**src/design/npe_pkg.sv**
```systemverilog
// Shared types, constants and the gate evaluation function of the netlist partial evaluator.
package npe_pkg;

	localparam int WIRE_W     = 16;
	localparam int WIRE_COUNT = 1 << WIRE_W;
	localparam int CFG_W      = 17;
	localparam int TBL_W      = 4;
	localparam int QDEPTH     = 4;
	localparam int QPTR_W     = $clog2(QDEPTH);
	localparam int WSTORE_W   = 2;	// {known, value}

	typedef enum logic [0:0] {
		CMD_LOAD = 1'b0,
		CMD_GATE = 1'b1
	} cmd_t;

	typedef enum logic [0:0] {
		REG_INPUT_A_BITS      = 1'b0,
		REG_OUTPUT_WIRE_START = 1'b1
	} cfg_reg_t;

	// One classified operation, as it sits in the queue.
	typedef struct packed {
		logic              is_gate;
		logic              wr_en;     // load hits a wire
		logic [WIRE_W-1:0] wr_addr;   // load target or gate output wire
		logic              wr_val;
		logic [WIRE_W-1:0] left;
		logic [WIRE_W-1:0] right;
		logic [TBL_W-1:0]  tbl;
		logic              last;
		logic              internal;  // output wire below output_wire_start
	} op_t;

	typedef struct packed {
		logic valid;
		logic full;
	} q_stat_t;

	typedef struct packed {
		logic [TBL_W-1:0] tbl;
		logic             known;
		logic             value;
	} eval_t;

	// Left parent first, then right on the possibly rewritten table.
	function automatic eval_t gate_eval(input logic [TBL_W-1:0] tbl_in, input logic internal,
		input logic lk, input logic lv, input logic rk, input logic rv);
		logic [TBL_W-1:0] t;
		logic [1:0]       row;
		logic             c0;
		logic             c1;
		logic             ok;
		logic             oval;
		eval_t            res;
		t    = tbl_in;
		ok   = 1'b0;
		oval = 1'b0;
		if (lk && rk && internal) begin
			ok   = 1'b1;
			oval = t[{lv, rv}];
		end else begin
			if (lk) begin
				if ((t[{lv, 1'b0}] == t[{lv, 1'b1}]) && internal) begin
					ok   = 1'b1;
					oval = t[{lv, 1'b0}];
				end else begin
					row = lv ? t[3:2] : t[1:0];
					t   = {row, row};
				end
			end
			if (rk) begin
				c0 = t[{1'b0, rv}];
				c1 = t[{1'b1, rv}];
				if ((c0 == c1) && internal) begin
					ok   = 1'b1;
					oval = c0;
				end else begin
					t = {c1, c1, c0, c0};
				end
			end
		end
		res.tbl   = t;
		res.known = ok;
		res.value = ok & oval;
		return res;
	endfunction

endpackage

```
**src/design/npe_front.sv**
```systemverilog
// Front end: configuration registers, input handshake and item classification.
module npe_front
	import npe_pkg::*;
(
	input  logic              clk,
	input  logic              arst_n,
	input  logic              cfg_we,
	input  logic [0:0]        cfg_index,
	input  logic [CFG_W-1:0]  cfg_data,
	input  logic              item_valid,
	input  logic              cmd,
	input  logic [WIRE_W-1:0] a_position,
	input  logic              a_bit,
	input  logic [WIRE_W-1:0] left_wire,
	input  logic [WIRE_W-1:0] right_wire,
	input  logic [WIRE_W-1:0] out_wire,
	input  logic [TBL_W-1:0]  table_req,
	input  logic              is_last,
	input  logic              clearing,
	input  q_stat_t           q_stat,
	output logic              item_stall,
	output logic              push,
	output op_t               push_op
);

	logic [CFG_W-1:0] input_a_bits_q;
	logic [CFG_W-1:0] output_wire_start_q;
	logic [CFG_W-1:0] target;

	always_ff @(posedge clk or negedge arst_n) begin
		if (!arst_n) begin
			input_a_bits_q      <= '0;
			output_wire_start_q <= CFG_W'(WIRE_COUNT);
		end else if (cfg_we) begin
			case (cfg_index)
				REG_INPUT_A_BITS:      input_a_bits_q      <= cfg_data;
				REG_OUTPUT_WIRE_START: output_wire_start_q <= cfg_data;
				default: ;
			endcase
		end
	end

	assign item_stall = clearing | q_stat.full;
	assign push       = item_valid & ~item_stall;

	// bit position counts from the top of the known input
	assign target = input_a_bits_q - CFG_W'(1) - {1'b0, a_position};

	always_comb begin
		push_op          = '0;
		push_op.is_gate  = (cmd == CMD_GATE);
		push_op.left     = left_wire;
		push_op.right    = right_wire;
		push_op.tbl      = table_req;
		push_op.last     = is_last;
		push_op.internal = ({1'b0, out_wire} < output_wire_start_q);
		push_op.wr_val   = a_bit;
		if (cmd == CMD_GATE) begin
			push_op.wr_addr = out_wire;
		end else begin
			push_op.wr_addr = target[WIRE_W-1:0];
			push_op.wr_en   = ({1'b0, a_position} < input_a_bits_q);
		end
	end

endmodule

```
**config.mk**
```make
export PLATFORM = sky130hd
export DESIGN_NAME = npe_front
export DESIGN_NICKNAME = d
export VERILOG_FILES = /design/src/design/npe_pkg.sv /design/src/design/npe_front.sv
export SDC_FILE = /design/constraint.sdc
export NUM_CORES = 1
export LEC_CHECK = 0
export ABC_CLOCK_PERIOD_IN_PS = 2300
export BUFFER_PORTS_ARGS = -buffer_cell sky130_fd_sc_hd__buf_2
export CAP_MARGIN = 20
export CORE_MARGIN = 1
export CORE_UTILIZATION = 44
export DETAILED_ROUTE_END_ITERATION = 8
export GPL_ROUTABILITY_DRIVEN = 0
export PLACE_DENSITY = 0.79
export SLEW_MARGIN = 15
export SYNTH_ARGS = -nofsm -noshare
export SYNTH_HDL_FRONTEND = slang
export SYNTH_SLANG_ARGS = --single-unit
```
**constraint.sdc**
```tcl
create_clock -name clk -period 2.3 [get_ports clk]
set_input_delay 0.46 -clock clk [delete_from_list [all_inputs] [get_ports clk]]
set_output_delay 0.46 -clock clk [all_outputs]
set_load 0.02 [all_outputs]
```
==> impl_metrics.json <==
{
  "ys_async_sr_fraction": 1.00,
  "fin_skew_ns": 0,
  "syn-num-nets": 555,
  "core-area_um2": 7370,
  "cp.required_ns": 1.84,
  "cts.sinks": 34,
  "fin_hold_ws_ns": 0.240,
  "dp_cells": 607,
  "clkTransAtPathRegs_ns": 0.08,
  "finalPower_w": 0.00300,
  "synthesis.area_um2": 3400,
  "grt_usage": 0.262,
  "grt_pass1_wl_um": 17100,
  "cts_root_buf": "clkbuf_8",
  "gr-usage-met1": 0.320,
  "syn_area_per_cell_um2": 8.24,
  "gr-total-overflow": 0,
  "synth_edf_count": 0,
  "ant_nets": 0,
  "placedInstanceArea_um2": 4440,
  "timing.final.crit_share": 1.22,
  "ff2ff_path_depth": 3,
  "netlist_top_cells_count": "inv_1, nand2_1, ha_1",
  "p_sw_frac": 0.393,
  "r2r_end": "input_a_bits_q[2]",
  "cp-start-kind": "flip-flop",
  "seq_power_share": 0.250,
  "synthTopCellsByArea": "dfrtp_1, ha_1, buf_4, mux2_2, inv_1",
  "leakagePower_nw": 2.46,
  "ir_drop_mv": 0.372,
  "cp.arrival_ns": 2.36,
  "numCtsBuffers": 5,
  "fmax_mhz": 355,
  "cts_max_level": 2,
  "yosysMostFrequentCell": "inv_1",
  "outcome": "finished with violations",
  "fin_ws_ns": -0.516,
  "synth_cell_types": 56,
  "clockBufferDepth": 2,
  "globalRouteMet2Util": 0.453,
  "grt_start_max_net_pins": 35,
  "maxSlewHeadroom": 0.471,
  "start_util": 0.462,
  "ys_ff_latch": 34,
  "synthCells": 413,
  "hold_violations": 0,
  "worst_pin_slew_ns": 0.794,
  "insertedDiodeCount": 0,
  "maxCapViolations": 0,
  "row_count": 31,
  "fin_area_um2": 5010,
  "grt_setup_unrepaired": "true",
  "p_sw_w": 0.00118,
  "powerDensity_nw_per_um2": 598,
  "clk_latency_ns": 0.28,
  "antenna_found_initial": 0,
  "final_nets": 669,
  "r2r_setup_slack_ns": 1.30,
  "grt_pass1_vias": 3572,
  "pin_count": 155,
  "drt-pass1-iter-count": 5,
  "io_buffers": 77,
  "die_h_um": 90.0,
  "synth_top_cell_area_share": 0.243,
  "worstPathMaxFanout": 6,
  "drv_slew": 0,
  "p_int_w": 0.00182,
  "yosys_warnings": 0,
  "setup_violations": 16,
  "period_needed_ns": 2.82,
  "vias": 3590,
  "synth_top_cell_by_area": "dfrtp_1",
  "die-width_um": 90.0,
  "reg2reg_from": "input_a_bits_q[2]",
  "busiest_layer": "met2",
  "violations": "setup timing",
  "pwr-share-clk": 0.177,
  "finalSetupTns_ns": -5.75,
  "drtIter0Drc": 308,
  "finalNonFillerCells": 627,
  "cts_tree": "built",
  "area_delta_synth_final_pct": 47.3,
  "hpwlAfterDp_um": 7820,
  "fp.dieArea_um2": 8090,
  "timing_worst_setup_path_type": "flip-flop to output port",
  "drc": 0,
  "hold_path_class": "input pin to async pin",
  "synth_ff_type": "dfrtp_1",
  "worst_setup_path_end_kind": "output port",
  "grtUsageMet3": 0.0372,
  "routedWlPerCell_um": 18.8,
  "combPwrFrac": 0.573,
  "drive_gt1_frac": 0.517,
  "cts_hold_buf": 0,
  "totalWireLength_um": 11800,
  "vias_per_cell": 5.73,
  "yosysSeqAreaShare": 0.250
}
## power groups by stage
stage / sequential, W / combinational (W) / clock [W]
3_3_place_gp: 0.000742 / 0.00131 / 0
3_5_place_dp: 0.000749 / 0.00136 / 0
5_1_grt: 0.000757 / 0.00183 / 0.000566
6_report: 0.000750 / 0.00172 / 0.000530
2_1_floorplan: 0.000733 / 0.000966 / 0
4_1_cts: 0.000744 / 0.00156 / 0.000528
## stage by stage
stage	utilization	setup WS, ns
after floorplan	-	-0.195
after global placement	0.603	-0.468
after detailed placement	0.603	-0.491
after CTS	0.663	-0.465
after global routing	0.680	-0.564
final	0.680	-0.516
## metal layers
layer | vias up | share of wire
li1 | 1588 | -
met1 | 1703 | 0.38
met2 | 229 | 0.49
met3 | 70 | 0.070
met4 | 0 | 0.054
met5 | - | 0
## worst max-delay path by stage
| stage | start | end | slack, ns | depth (start not counted) |
|---|---|---|---|---|
| after floorplan | a_position[0] | push_op[51] | -0.20 | 9 |
| final | input_a_bits_q[4] | push_op[50] | -0.52 | 7 |
| after detailed placement | a_position[0] | push_op[51] | -0.49 | 11 |
| after CTS | input_a_bits_q[0] | push_op[51] | -0.47 | 9 |
| after global routing | input_a_bits_q[0] | push_op[53] | -0.56 | 9 |
| after global placement | a_position[0] | push_op[51] | -0.47 | 11 |
## flip-flops by register name, summed over array words and instances, names as in the netlist
name                 count
output_wire_start_q     17
input_a_bits_q          17
## worst max-delay path, cell delays in order, from the launching register on
cell and delay, ns:
dfrtp_1 0.43, ha_4 0.28, a21oi_4 0.19, o22ai_2 0.12
o21ba_1 0.19, or4_1 0.49, a31o_1 0.22, buf_6 0.14
## what timing repair did
action                                  in CTS  in global routing
buffers inserted                             5                  9
pin swaps                                   34                 22
endpoints found under the setup margin      15                 16
gates resized for setup                     66                 18
## cell type report
| cell class | count | area (um2) |
|---|---|---|
| Multi-Input combinational cell | 268 | 2570 |
| Tap cell | 99 | 124 |
| Clock buffer | 8 | 110 |
| Inverter | 56 | 233 |
| Fill cell | 522 | 2360 |
| Sequential cell | 34 | 852 |
| Timing Repair Buffer | 162 | 1130 |
## layout by cell type (no fill, tap or decap), types with 3 or more instances in the layout
master,count
buf_4,82
buf_2,62
inv_1,49
nand2_1,42
dfrtp_1,33
ha_1,30
o21ai_0,20
mux2_2,20
buf_6,18
ha_4,15
nor2_1,14
a21oi_1,14
a21o_1,8
clkbuf_8,8
a21oi_4,7
o21ai_1,6
a21oi_2,5
o21ai_2,5
inv_2,4
a211oi_2,3
nand3_2,3
## logic make-up after synthesis
group / Yosys count / share of synthesized area
and+or+nand+nor: 94 / 0.131
xor gates and xnor gates: 6 / 0.0154
muxes: 22 / 0.0720
adders and majority gates: 46 / 0.171
buffers and inverters: 111 / 0.170
AOI/OAI and AO/OA: 100 / 0.190
DFF: 34 / 0.250
Note: power is estimated with default switching activity, not from simulation.
