==> src/design/npe_pkg.sv <==
// Shared types, constants and the gate evaluation function of the netlist partial evaluator.
package npe_pkg;

	localparam int WIRE_W     = 16;
	localparam int WIRE_COUNT = 1 << WIRE_W;
	localparam int CFG_W      = 17;
	localparam int TBL_W      = 4;
	localparam int QDEPTH     = 4;
	localparam int QPTR_W     = $clog2(QDEPTH);
	localparam int WSTORE_W   = 2;	// {known, value}

	typedef enum logic [0:0] {
		CMD_LOAD = 1'b0,
		CMD_GATE = 1'b1
	} cmd_t;

	typedef enum logic [0:0] {
		REG_INPUT_A_BITS      = 1'b0,
		REG_OUTPUT_WIRE_START = 1'b1
	} cfg_reg_t;

	// One classified operation, as it sits in the queue.
	typedef struct packed {
		logic              is_gate;
		logic              wr_en;     // load hits a wire
		logic [WIRE_W-1:0] wr_addr;   // load target or gate output wire
		logic              wr_val;
		logic [WIRE_W-1:0] left;
		logic [WIRE_W-1:0] right;
		logic [TBL_W-1:0]  tbl;
		logic              last;
		logic              internal;  // output wire below output_wire_start
	} op_t;

	typedef struct packed {
		logic valid;
		logic full;
	} q_stat_t;

	typedef struct packed {
		logic [TBL_W-1:0] tbl;
		logic             known;
		logic             value;
	} eval_t;

	// Left parent first, then right on the possibly rewritten table.
	function automatic eval_t gate_eval(input logic [TBL_W-1:0] tbl_in, input logic internal,
		input logic lk, input logic lv, input logic rk, input logic rv);
		logic [TBL_W-1:0] t;
		logic [1:0]       row;
		logic             c0;
		logic             c1;
		logic             ok;
		logic             oval;
		eval_t            res;
		t    = tbl_in;
		ok   = 1'b0;
		oval = 1'b0;
		if (lk && rk && internal) begin
			ok   = 1'b1;
			oval = t[{lv, rv}];
		end else begin
			if (lk) begin
				if ((t[{lv, 1'b0}] == t[{lv, 1'b1}]) && internal) begin
					ok   = 1'b1;
					oval = t[{lv, 1'b0}];
				end else begin
					row = lv ? t[3:2] : t[1:0];
					t   = {row, row};
				end
			end
			if (rk) begin
				c0 = t[{1'b0, rv}];
				c1 = t[{1'b1, rv}];
				if ((c0 == c1) && internal) begin
					ok   = 1'b1;
					oval = c0;
				end else begin
					t = {c1, c1, c0, c0};
				end
			end
		end
		res.tbl   = t;
		res.known = ok;
		res.value = ok & oval;
		return res;
	endfunction

endpackage

==> src/design/npe_queue.sv <==
// Short FIFO between front and back ends.
module npe_queue
	import npe_pkg::*;
(
	input  logic    clk,
	input  logic    arst_n,
	input  logic    push,
	input  op_t     push_op,
	input  logic    pop,
	output op_t     head,
	output q_stat_t stat
);

	op_t               ent_q [QDEPTH];
	logic [QPTR_W-1:0] wr_ptr_q;
	logic [QPTR_W-1:0] rd_ptr_q;
	logic [QPTR_W:0]   cnt_q;

	assign head       = ent_q[rd_ptr_q];
	assign stat.valid = (cnt_q != '0);
	assign stat.full  = (cnt_q == (QPTR_W+1)'(QDEPTH));

	always_ff @(posedge clk) begin
		if (push) begin
			ent_q[wr_ptr_q] <= push_op;
		end
	end

	always_ff @(posedge clk or negedge arst_n) begin
		if (!arst_n) begin
			wr_ptr_q <= '0;
			rd_ptr_q <= '0;
			cnt_q    <= '0;
		end else begin
			if (push) begin
				wr_ptr_q <= wr_ptr_q + QPTR_W'(1);
			end
			if (pop) begin
				rd_ptr_q <= rd_ptr_q + QPTR_W'(1);
			end
			case ({push, pop})
				2'b10:   cnt_q <= cnt_q + (QPTR_W+1)'(1);
				2'b01:   cnt_q <= cnt_q - (QPTR_W+1)'(1);
				default: cnt_q <= cnt_q;
			endcase
		end
	end

endmodule

==> config.mk <==
export PLATFORM = sky130hd
export DESIGN_NAME = npe_queue
export DESIGN_NICKNAME = d
export VERILOG_FILES = /design/src/design/npe_pkg.sv /design/src/design/npe_queue.sv
export SDC_FILE = /design/constraint.sdc
export NUM_CORES = 1
export LEC_CHECK = 0
export BUFFER_PORTS_ARGS = -buffer_cell sky130_fd_sc_hd__buf_2
export CORE_MARGIN = 5
export CORE_UTILIZATION = 45
export DETAILED_ROUTE_END_ITERATION = 6
export GPL_ROUTABILITY_DRIVEN = 0
export PLACE_DENSITY = 0.65
export SLEW_MARGIN = 20
export SYNTH_ARGS = -nofsm -noshare
export SYNTH_HDL_FRONTEND = slang
export SYNTH_SLANG_ARGS = --single-unit
==> constraint.sdc <==
create_clock -name clk -period 6.05 [get_ports clk]
set_input_delay 0.3025 -clock clk [delete_from_list [all_inputs] [get_ports clk]]
set_output_delay 0.3025 -clock clk [all_outputs]
set_load 0.03 [all_outputs]
==> flow_summary.json, run 1 <==
{
  "htreeDepth": 1,
  "relSlewSlack": 0.393,
  "wirelength_mm": 15.4,
  "die_area_um2": 22100,
  "ios": 120,
  "synthCells": 334,
  "fp.dieW_um": 149,
  "required_ns": 5.75,
  "multi_input_area_um2": 1490,
  "ys_async_sr_fraction": 0.0298,
  "synth_nets": 401,
  "rr_startpoint": "rd_ptr_q[0]$_DFFE_PN0P_",
  "syn2layout_area_growth_pct": 21.5,
  "synth_commonest_cells": "edfxtp_1 (228), mux4_2 (57), dfrtp_1 (7)",
  "cp_max_fo": 35,
  "rr_endpoint": "rd_ptr_q[1]$_DFFE_PN0P_",
  "whs_ns": 0.0236,
  "cts_buffer_depth": 3,
  "grt_pass1_vias": 4429,
  "arrival_ns": 2.77,
  "hold_path.class": "in2reg",
  "clkTransAtPathRegs_ns": 0.06,
  "outcome": "complete, no violations",
  "crit_path_start": "rd_ptr_q[0]$_DFFE_PN0P_",
  "clock_sink_count": 235,
  "initial_core_util": 0.459,
  "critPathSlowestCell": "dfrtp_4",
  "crit_path_max_incr_delay_ns": 0.76,
  "slew_violations": 0,
  "ir_worst_vdd_v": 0.000308,
  "period_needed_ns": 3.07,
  "syn_area_per_cell_um2": 25.9,
  "synth-seq-area-share": 0.813,
  "die_h_um": 149,
  "finalInstanceArea_um2": 10500,
  "grt_max_degree": 58,
  "worstSkewPairLatency_ns": 0.49,
  "numCtsBuffers": 25,
  "n_antenna_cell": 0,
  "rrSetupSlack_ns": 4.15,
  "post-place-ws_ns": 3.39,
  "crit_buf_inv": 2,
  "row_count": 50,
  "drt-initial-drc-count": 207,
  "crit_chain": "buf_4 -> mux4_2 -> buf_2",
  "fillers": 1441,
  "maxCapViolCount": 0,
  "drtAntennaViolNets": 0,
  "place_inst": 702,
  "path_class": "reg2out",
  "setup_tns_ns": 0,
  "p_per_area_nw_per_um2": 514,
  "drive_gt1_frac": 0.428,
  "ys_ff_latch": 235,
  "grt_pass1_wl_mm": 24.4,
  "vias": 3893,
  "worstSetupPathDepth": 3,
  "core_area_um2": 18800,
  "clockRootBuffer": "clkbuf_16",
  "wl_per_cell_um": 20.0,
  "track_usage": 0.144,
  "final_cells": 769,
  "yosys.cell_count.top_type": "edfxtp_1",
  "first_pass_iters": 4,
  "fin_ws_ns": 2.98,
  "portBuffers": 119,
  "synth_cell_types": 20,
  "synthesis.area_um2": 8630,
  "tritoncts": "yes",
  "hold_viol_final": 0,
  "ys_warn_count": 0,
  "seqCellArea_um2": 7030,
  "finalCritPeriodShare": 0.507,
  "crit_path_end": "head[52]",
  "grt-ovfl-total": 0,
  "hp-start": "push_op[51]",
  "dpl_cell_area_um2": 9480,
  "startpoint_type": "flip-flop",
  "p_total_mw": 5.40,
  "cts_resized": 0,
  "hold_depth": 1,
  "worst-r2r-cell-count": 3,
  "utilization": 0.557,
  "tightest_slew_ns": 0.910,
  "final_nets": 561,
  "synth_enable_flop_cells": 228,
  "ys.flop_type": "edfxtp_1",
  "antenna_found_initial": 2,
  "vias_per_cell": 5.06,
  "p_leak_nw": 3.62,
  "synth_top_area_cell": "edfxtp_1",
  "synth_top_area_share": 0.793,
  "skew_ns": 0.00851,
  "end_kind": "output port",
  "fmax_ghz": 0.326,
  "hpwl_mm": 8.78,
  "synth_area_leaders": "edfxtp_1 (79%), mux4_2 (15%), dfrtp_1 (2.0%), ha_1 (0.72%), buf_12 (0.46%)",
  "rsz0062_at_grt": "false",
  "drc": 0,
  "crit_family": "buffers and inverters",
  "setup_violations": 0
}
-- routing by layer --
layer	track usage	wire length (µm)	vias to the layer above
met5	0	14	-
li1	-	-	1744
met4	0.0356	250	4
met3	0.0369	871	24
met1	0.182	6320	2034
met2	0.249	7950	87
-- what timing repair did --
item,CTS,global route
hold buffers,23,2
endpoints found under the hold margin,90,8
buffers inserted,0,0
-- kinds of logic (layout without fill, tap and decap cells) --
| kind of cell | after synthesis | in the layout | synth area share |
|---|---|---|---|
| muxes | 58 | 58 | 0.150 |
| DFF | 235 | 235 | 0.813 |
| and+or+nand+nor | 9 | 9 | 0.00565 |
| buffers and inverters | 19 | 194 | 0.0151 |
| AOI/OAI and AO/OA | 1 | 1 | 0.000579 |
| adders and majority gates | 6 | 6 | 0.00956 |
| xor gates and xnor gates | 6 | 6 | 0.00609 |
-- sequential cells by signal, indices dropped and copies added, names as in the netlist --
signal,count
cnt_q,3
ent_q,228
rd_ptr_q,2
wr_ptr_q,2
-- cells in the final DEF, fill, tap and decap left out --
master	instances
edfxtp_1	228
buf_2	119
mux4_2	57
clkbuf_16	25
dlygate4sd3_1	25
inv_1	6
ha_1	5
clkinv_1	5
dfrtp_1	5
and2_4	4
xor2_1	4
clkinv_2	4
clkbuf_1	3
xnor2_1	2
nand2_1	2
clkinvlp_4	2
bufinv_16	2
buf_4	2
and3_1	1
or3_1	1
mux2i_1	1
o21ai_0	1
nor2_1	1
fa_1	1
inv_6	1
dfrtp_4	1
dfrtp_2	1
-- where the power goes --
| part | switching (mW) | internal (mW) | leakage, nW |
|---|---|---|---|
| combinational | 1.07 | 0.633 | 1.08 |
| clock | 0.567 | 0.837 | 0.368 |
| sequential | 0.152 | 2.14 | 2.17 |
| total | 1.79 | 3.61 | 3.62 |
-- cell type report --
cell class                 count  area share
clock buffer                  28      0.0607
clock inverter                14      0.0117
inverter                       6     0.00215
multi-input combinational     80       0.142
sequential                   235       0.670
tap                          260      0.0310
timing repair buffer         146      0.0821
-- how the worst min path moves through the flow --
stage	end	slack, ns
4_1_cts	ent_q[1][39]$_DFFE_PP_	0.00008
3_3_place_gp	cnt_q[0]$_DFFE_PN0P_	0.15
5_1_grt	ent_q[0][51]$_DFFE_PP_	0.003
6_report	ent_q[0][51]$_DFFE_PP_	0.02
2_1_floorplan	cnt_q[0]$_DFFE_PN0P_	0.007
3_5_place_dp	cnt_q[2]$_DFFE_PN0P_	0.15
(Power assumes the default switching activity.)
==> run 2: changes to the inputs <==
- clock period: 6.05 -> 3.1 ns (I/O delays scaled with it)
==> run 2 against run 1 <==
Sequential share of layout area shrank 2.3 points. Worst hold slack gained 0.017 ns. Largest cell class unchanged. Via count grew 3.3%. Largest power group unchanged. Highest routed layer is now met4. Sequential power grew 93%. Combinational power grew 100%. Clock power grew 95%. Count of clock-buffer cells in the layout grew 2. Critical path type unchanged. Die area is the same. Cell count grew 4.8%.
==> flow_summary.json, run 2 (synthesized netlist as in run 1, its figures left out) <==
{
  "drtAntennaViolNets": 0,
  "cts_resized": 0,
  "drt-initial-drc-count": 166,
  "vias": 4021,
  "hold_viol_final": 0,
  "reg.largest.list": "ent_q x228, cnt_q x3",
  "first_pass_iters": 4,
  "final_common_cell": "edfxtp_1",
  "clock_sink_count": 235,
  "path_class": "reg2out",
  "drive_gt1_frac": 0.394,
  "largest_reg_flops": 228,
  "postCtsSetupRepairBufs": 0,
  "cp_max_fo": 22,
  "outcome": "complete, no violations",
  "setup_tns_ns": 0,
  "wirelength_mm": 15.6,
  "relSlewSlack": 0.389,
  "grt_max_degree": 58,
  "crit_family": "flip-flops",
  "end_kind": "output port",
  "row_count": 50,
  "drc": 0,
  "final_nets": 596,
  "vias_per_cell": 4.99,
  "crit_buf_inv": 2,
  "required_ns": 2.94,
  "die_area_um2": 22100,
  "grt_pass1_vias": 4426,
  "rsz0062_at_grt": "false",
  "portBuffers": 119,
  "tightest_slew_ns": 0.917,
  "slew_violations": 0,
  "hold_path.class": "in2async",
  "cts_buffer_depth": 3,
  "maxCapViolCount": 0,
  "die_h_um": 149,
  "track_usage": 0.143,
  "crit_path_max_incr_delay_ns": 0.72,
  "p_per_area_nw_per_um2": 976,
  "fp.dieW_um": 149,
  "core_area_um2": 18800,
  "critPathSlowestCell": "dfrtp_4",
  "initial_core_util": 0.459,
  "crit_chain": "buf_4 -> mux4_2 -> buf_2",
  "arrival_ns": 2.35,
  "p_leak_nw": 3.78,
  "period_needed_ns": 2.50,
  "numCtsBuffers": 24,
  "grt_pass1_wl_mm": 24.4,
  "ios": 120,
  "fin_ws_ns": 0.599,
  "final_cell_mix": "edfxtp_1 (228), buf_2 (119), dlygate4sd3_1 (60)",
  "finalCritPeriodShare": 0.807,
  "grt-ovfl-total": 0,
  "setup_violations": 0,
  "startpoint_type": "flip-flop",
  "wl_per_cell_um": 19.3,
  "n_antenna_cell": 0,
  "skew_ns": 0.00612,
  "fmax_ghz": 0.400,
  "worstSkewPairLatency_ns": 0.50,
  "hold_buffers": 60,
  "clkTransAtPathRegs_ns": 0.06,
  "antenna_found_initial": 0,
  "post-place-ws_ns": 1.04,
  "tritoncts": "yes",
  "clockRootBuffer": "clkbuf_16",
  "hpwl_mm": 8.73,
  "syn2layout_area_growth_pct": 25.8,
  "htreeDepth": 1,
  "largest-register": "ent_q",
  "ir_worst_vdd_v": 0.000642
}
==> run 2: layer usage <==
layer / global-route usage / share of wire / wire length (µm)
met1: 0.190 / 0.44 / 6780
met2: 0.241 / 0.50 / 7760
met3: 0.0326 / 0.045 / 706
met4: 0.0379 / 0.022 / 341
met5: 0 / 0 / 0
==> run 2: power by group <==
group	internal, mW	switching [mW]
Combinational	1.30	2.14
Sequential	4.17	0.253
Clock	1.63	1.10
==> run 2: through the flow <==
stage / area (µm²) / instances / power (mW) / utilization / hold slack [ns]
floorplan: 8630 / 334 / 7.03 / - / -0.141
global placement: 9510 / 703 / 7.94 / 0.505 / -0.00329
detailed placement: 9510 / 703 / 7.98 / 0.505 / -0.000108
CTS: 10900 / 806 / 10.8 / 0.577 / 0.00839
global route: 10900 / 806 / 11.1 / 0.577 / 0.0362
finish: 10900 / 806 / 10.6 / 0.577 / 0.0405
==> run 2: worst reg2reg max path: cells and delay by family (launching register included) <==
kind / cells / cell delay, ns
AND/OR/NAND/NOR: 1 / 0.73
adder cells (fa/ha/maj): 1 / 0.16
buffers and inverters: 1 / 0.10
flip-flops: 1 / 0.43
==> run 2: final cells by class <==
cell class | count | area (µm²)
Fill cell | 1395 | 7970
Sequential cell | 235 | 7030
Multi-Input combinational cell | 80 | 1490
Timing Repair Buffer | 182 | 1240
Clock buffer | 30 | 644
Tap cell | 260 | 325
Clock inverter | 13 | 105
Inverter | 6 | 22.5
==> run 2: path summary, 6_finish.rpt <==
kind | slack (ns) | from | depth (start not counted) | to
max | 0.60 | rd_ptr_q[0]$_DFFE_PN0P_ | 3 | head[7]
min in group clk | 0.41 | push_op[10] | 2 | ent_q[0][10]$_DFFE_PP_
min reg2reg | 0.49 | cnt_q[2]$_DFFE_PN0P_ | 1 | cnt_q[2]$_DFFE_PN0P_
min | 0.04 | arst_n | 2 | cnt_q[1]$_DFFE_PN0P_
max in group asynchronous | 2.88 | arst_n | 2 | rd_ptr_q[0]$_DFFE_PN0P_
max reg2reg | 1.23 | wr_ptr_q[0]$_DFFE_PN0P_ | 3 | ent_q[0][6]$_DFFE_PP_
==> run 3: changes to the inputs <==
- clock period: 3.1 -> 2.47 ns (I/O delays scaled with it)
==> run 3 against run 2 <==
Global-route usage grew 0.23 points. Cell area grew 1.0%. Clock skew grew 0.012 ns. Sequential share of layout area shrank 0.65 points. Worst setup slack lost 0.38 ns. Register-to-register slack lost 0.46 ns. Combinational power grew 33%. Clock power grew 17%. Flip-flop and latch count is the same. Count of clock-buffer cells in the layout shrank 1. Critical path depth is the same. Worst hold slack gained 0.33 ns. Critical endpoint is now head[37]. Largest cell class unchanged.
==> flow_summary.json, run 3 (synthesized netlist as in run 1, its figures left out) <==
{
  "htreeDepth": 1,
  "seqCellArea_um2": 7030,
  "outcome": "complete, no violations",
  "dr.max_layer_used": "met4",
  "fmax_ghz": 0.444,
  "final_nets": 609,
  "grt_pass1_vias": 4487,
  "row_count": 50,
  "drc": 0,
  "syn2layout_area_growth_pct": 27.1,
  "rr_endpoint": "ent_q[0][15]$_DFFE_PP_",
  "end_kind": "output port",
  "fp.dieW_um": 149,
  "n_antenna_cell": 0,
  "wl_per_cell_um": 19.2,
  "tritoncts": "yes",
  "met2WireLength_mm": 8.02,
  "skew_ns": 0.0178,
  "cts_buffer_depth": 3,
  "arrival_ns": 2.13,
  "vias_per_cell": 4.99,
  "p_per_area_nw_per_um2": 1210,
  "multi_input_area_um2": 1490,
  "drt-initial-drc-count": 192,
  "vias": 4068,
  "track_usage": 0.145,
  "relSlewSlack": 0.664,
  "grt_max_degree": 41,
  "worstSkewPairLatency_ns": 0.50,
  "cp_max_fo": 18,
  "reg.largest.list": "ent_q x228, cnt_q x3",
  "largest-register": "ent_q",
  "maxCapViolCount": 0,
  "rsz0062_at_grt": "false",
  "hp-start": "push_op[9]",
  "fillers": 1370,
  "tightest_slew_ns": 0.503,
  "crit_family": "flip-flops",
  "clkTransAtPathRegs_ns": 0.06,
  "numCtsBuffers": 24,
  "portBuffers": 119,
  "path_class": "reg2out",
  "grt_pass1_wl_mm": 24.8,
  "cts_resized": 0,
  "rrSetupSlack_ns": 0.77,
  "core_area_um2": 18800,
  "hold_path.class": "in2reg",
  "final_cell_mix": "edfxtp_1 (228), buf_2 (119), dlygate4sd3_1 (61)",
  "hold_viol_final": 0,
  "critPathSlowestCell": "dfrtp_4",
  "crit_buf_inv": 2,
  "required_ns": 2.35,
  "finalInstanceArea_um2": 11000,
  "hpwl_mm": 9.65,
  "final_common_cell": "edfxtp_1",
  "crit_path_max_incr_delay_ns": 0.63,
  "p_total_mw": 13.3,
  "setup_violations": 0,
  "drt-met1-wl_mm": 6.53,
  "worst-r2r-cell-count": 4,
  "finalCritPeriodShare": 0.911,
  "slew_violations": 0,
  "initial_core_util": 0.459,
  "largest_reg_flops": 228,
  "ir_worst_vdd_v": 0.000809,
  "startpoint_type": "flip-flop",
  "die_h_um": 149,
  "rr_startpoint": "wr_ptr_q[0]$_DFFE_PN0P_",
  "setup_tns_ns": 0,
  "drive_gt1_frac": 0.404,
  "first_pass_iters": 4,
  "crit_chain": "buf_12 -> mux4_2 -> buf_2",
  "antenna_found_initial": 0,
  "hold_depth": 2,
  "die_area_um2": 22100,
  "period_needed_ns": 2.25,
  "drtAntennaViolNets": 0,
  "ios": 120,
  "hold_end": "ent_q[2][9]$_DFFE_PP_",
  "clock_sink_count": 235,
  "clockRootBuffer": "clkbuf_16",
  "dpl_cell_area_um2": 9660,
  "wirelength_mm": 15.6,
  "wl_met3_um": 873,
  "grt-ovfl-total": 0,
  "p_leak_nw": 3.83,
  "whs_ns": 0.372
}
## run 3: changes by cell type in the layout (fill, tap and decap cells not counted), sizes merged
cell	before	now
buf	122	134
bufinv	2	1
clkbuf	30	29
clkinv	11	9
dlygate4sd3	60	61
## run 3: how the worst max path moves through the flow
stage	startpoint	cells after the start	slack (ns)	endpoint
after detailed placement	rd_ptr_q[0]$_DFFE_PN0P_	3	0.70	head[37]
after global routing	rd_ptr_q[0]$_DFFE_PN0P_	3	0.10	head[0]
after floorplan	wr_ptr_q[0]$_DFFE_PN0P_	3	0.08	ent_q[2][0]$_DFFE_PP_
after global placement	rd_ptr_q[0]$_DFFE_PN0P_	3	0.71	head[0]
after CTS	rd_ptr_q[0]$_DFFE_PN0P_	3	0.14	head[1]
final	rd_ptr_q[0]$_DFFE_PN0P_	3	0.22	head[37]
## run 3: layout make-up
cell class | instances | share of cell area
Clock buffer | 29 | 0.0565
Clock inverter | 10 | 0.00707
Inverter | 6 | 0.00205
Multi-Input combinational cell | 80 | 0.136
Sequential cell | 235 | 0.641
Tap cell | 260 | 0.0297
Timing Repair Buffer | 195 | 0.128
## run 3: repair_timing
action / CTS / global route
setup buffers: 0 / 0
hold endpoints to repair: 239 / 0
hold buffers: 61 / 0
## run 3: worst reg2reg max path: cells and delay by family (launching register included)
family                   cells  cell delay, ns
flip-flops                   1            0.42
AND/OR/NAND/NOR              1            0.38
buffers and inverters        2            0.40
adder cells (fa/ha/maj)      1            0.15
## run 3: power by group
group / internal [mW] / switching (mW) / total (mW)
clock: 1.87 / 1.33 / 3.20
sequential: 5.22 / 0.244 / 5.47
combinational: 1.79 / 2.80 / 4.59
## run 3: metrics by stage
| step | setup WS (ns) | instances | util |
|---|---|---|---|
| 4_1_cts | 0.141 | 815 | 0.583 |
| 3_3_place_gp | 0.707 | 715 | 0.513 |
| 2_1_floorplan | 0.0800 | 334 | - |
| 5_1_grt | 0.102 | 815 | 0.583 |
| 6_report | 0.220 | 815 | 0.583 |
| 3_5_place_dp | 0.695 | 715 | 0.513 |
## run 3: metal layers
metal  up-vias  global-route usage
met5         -                   0
met4         0              0.0319
met3        22              0.0314
met2       106               0.253
met1      2106               0.190
li1       1834                   -
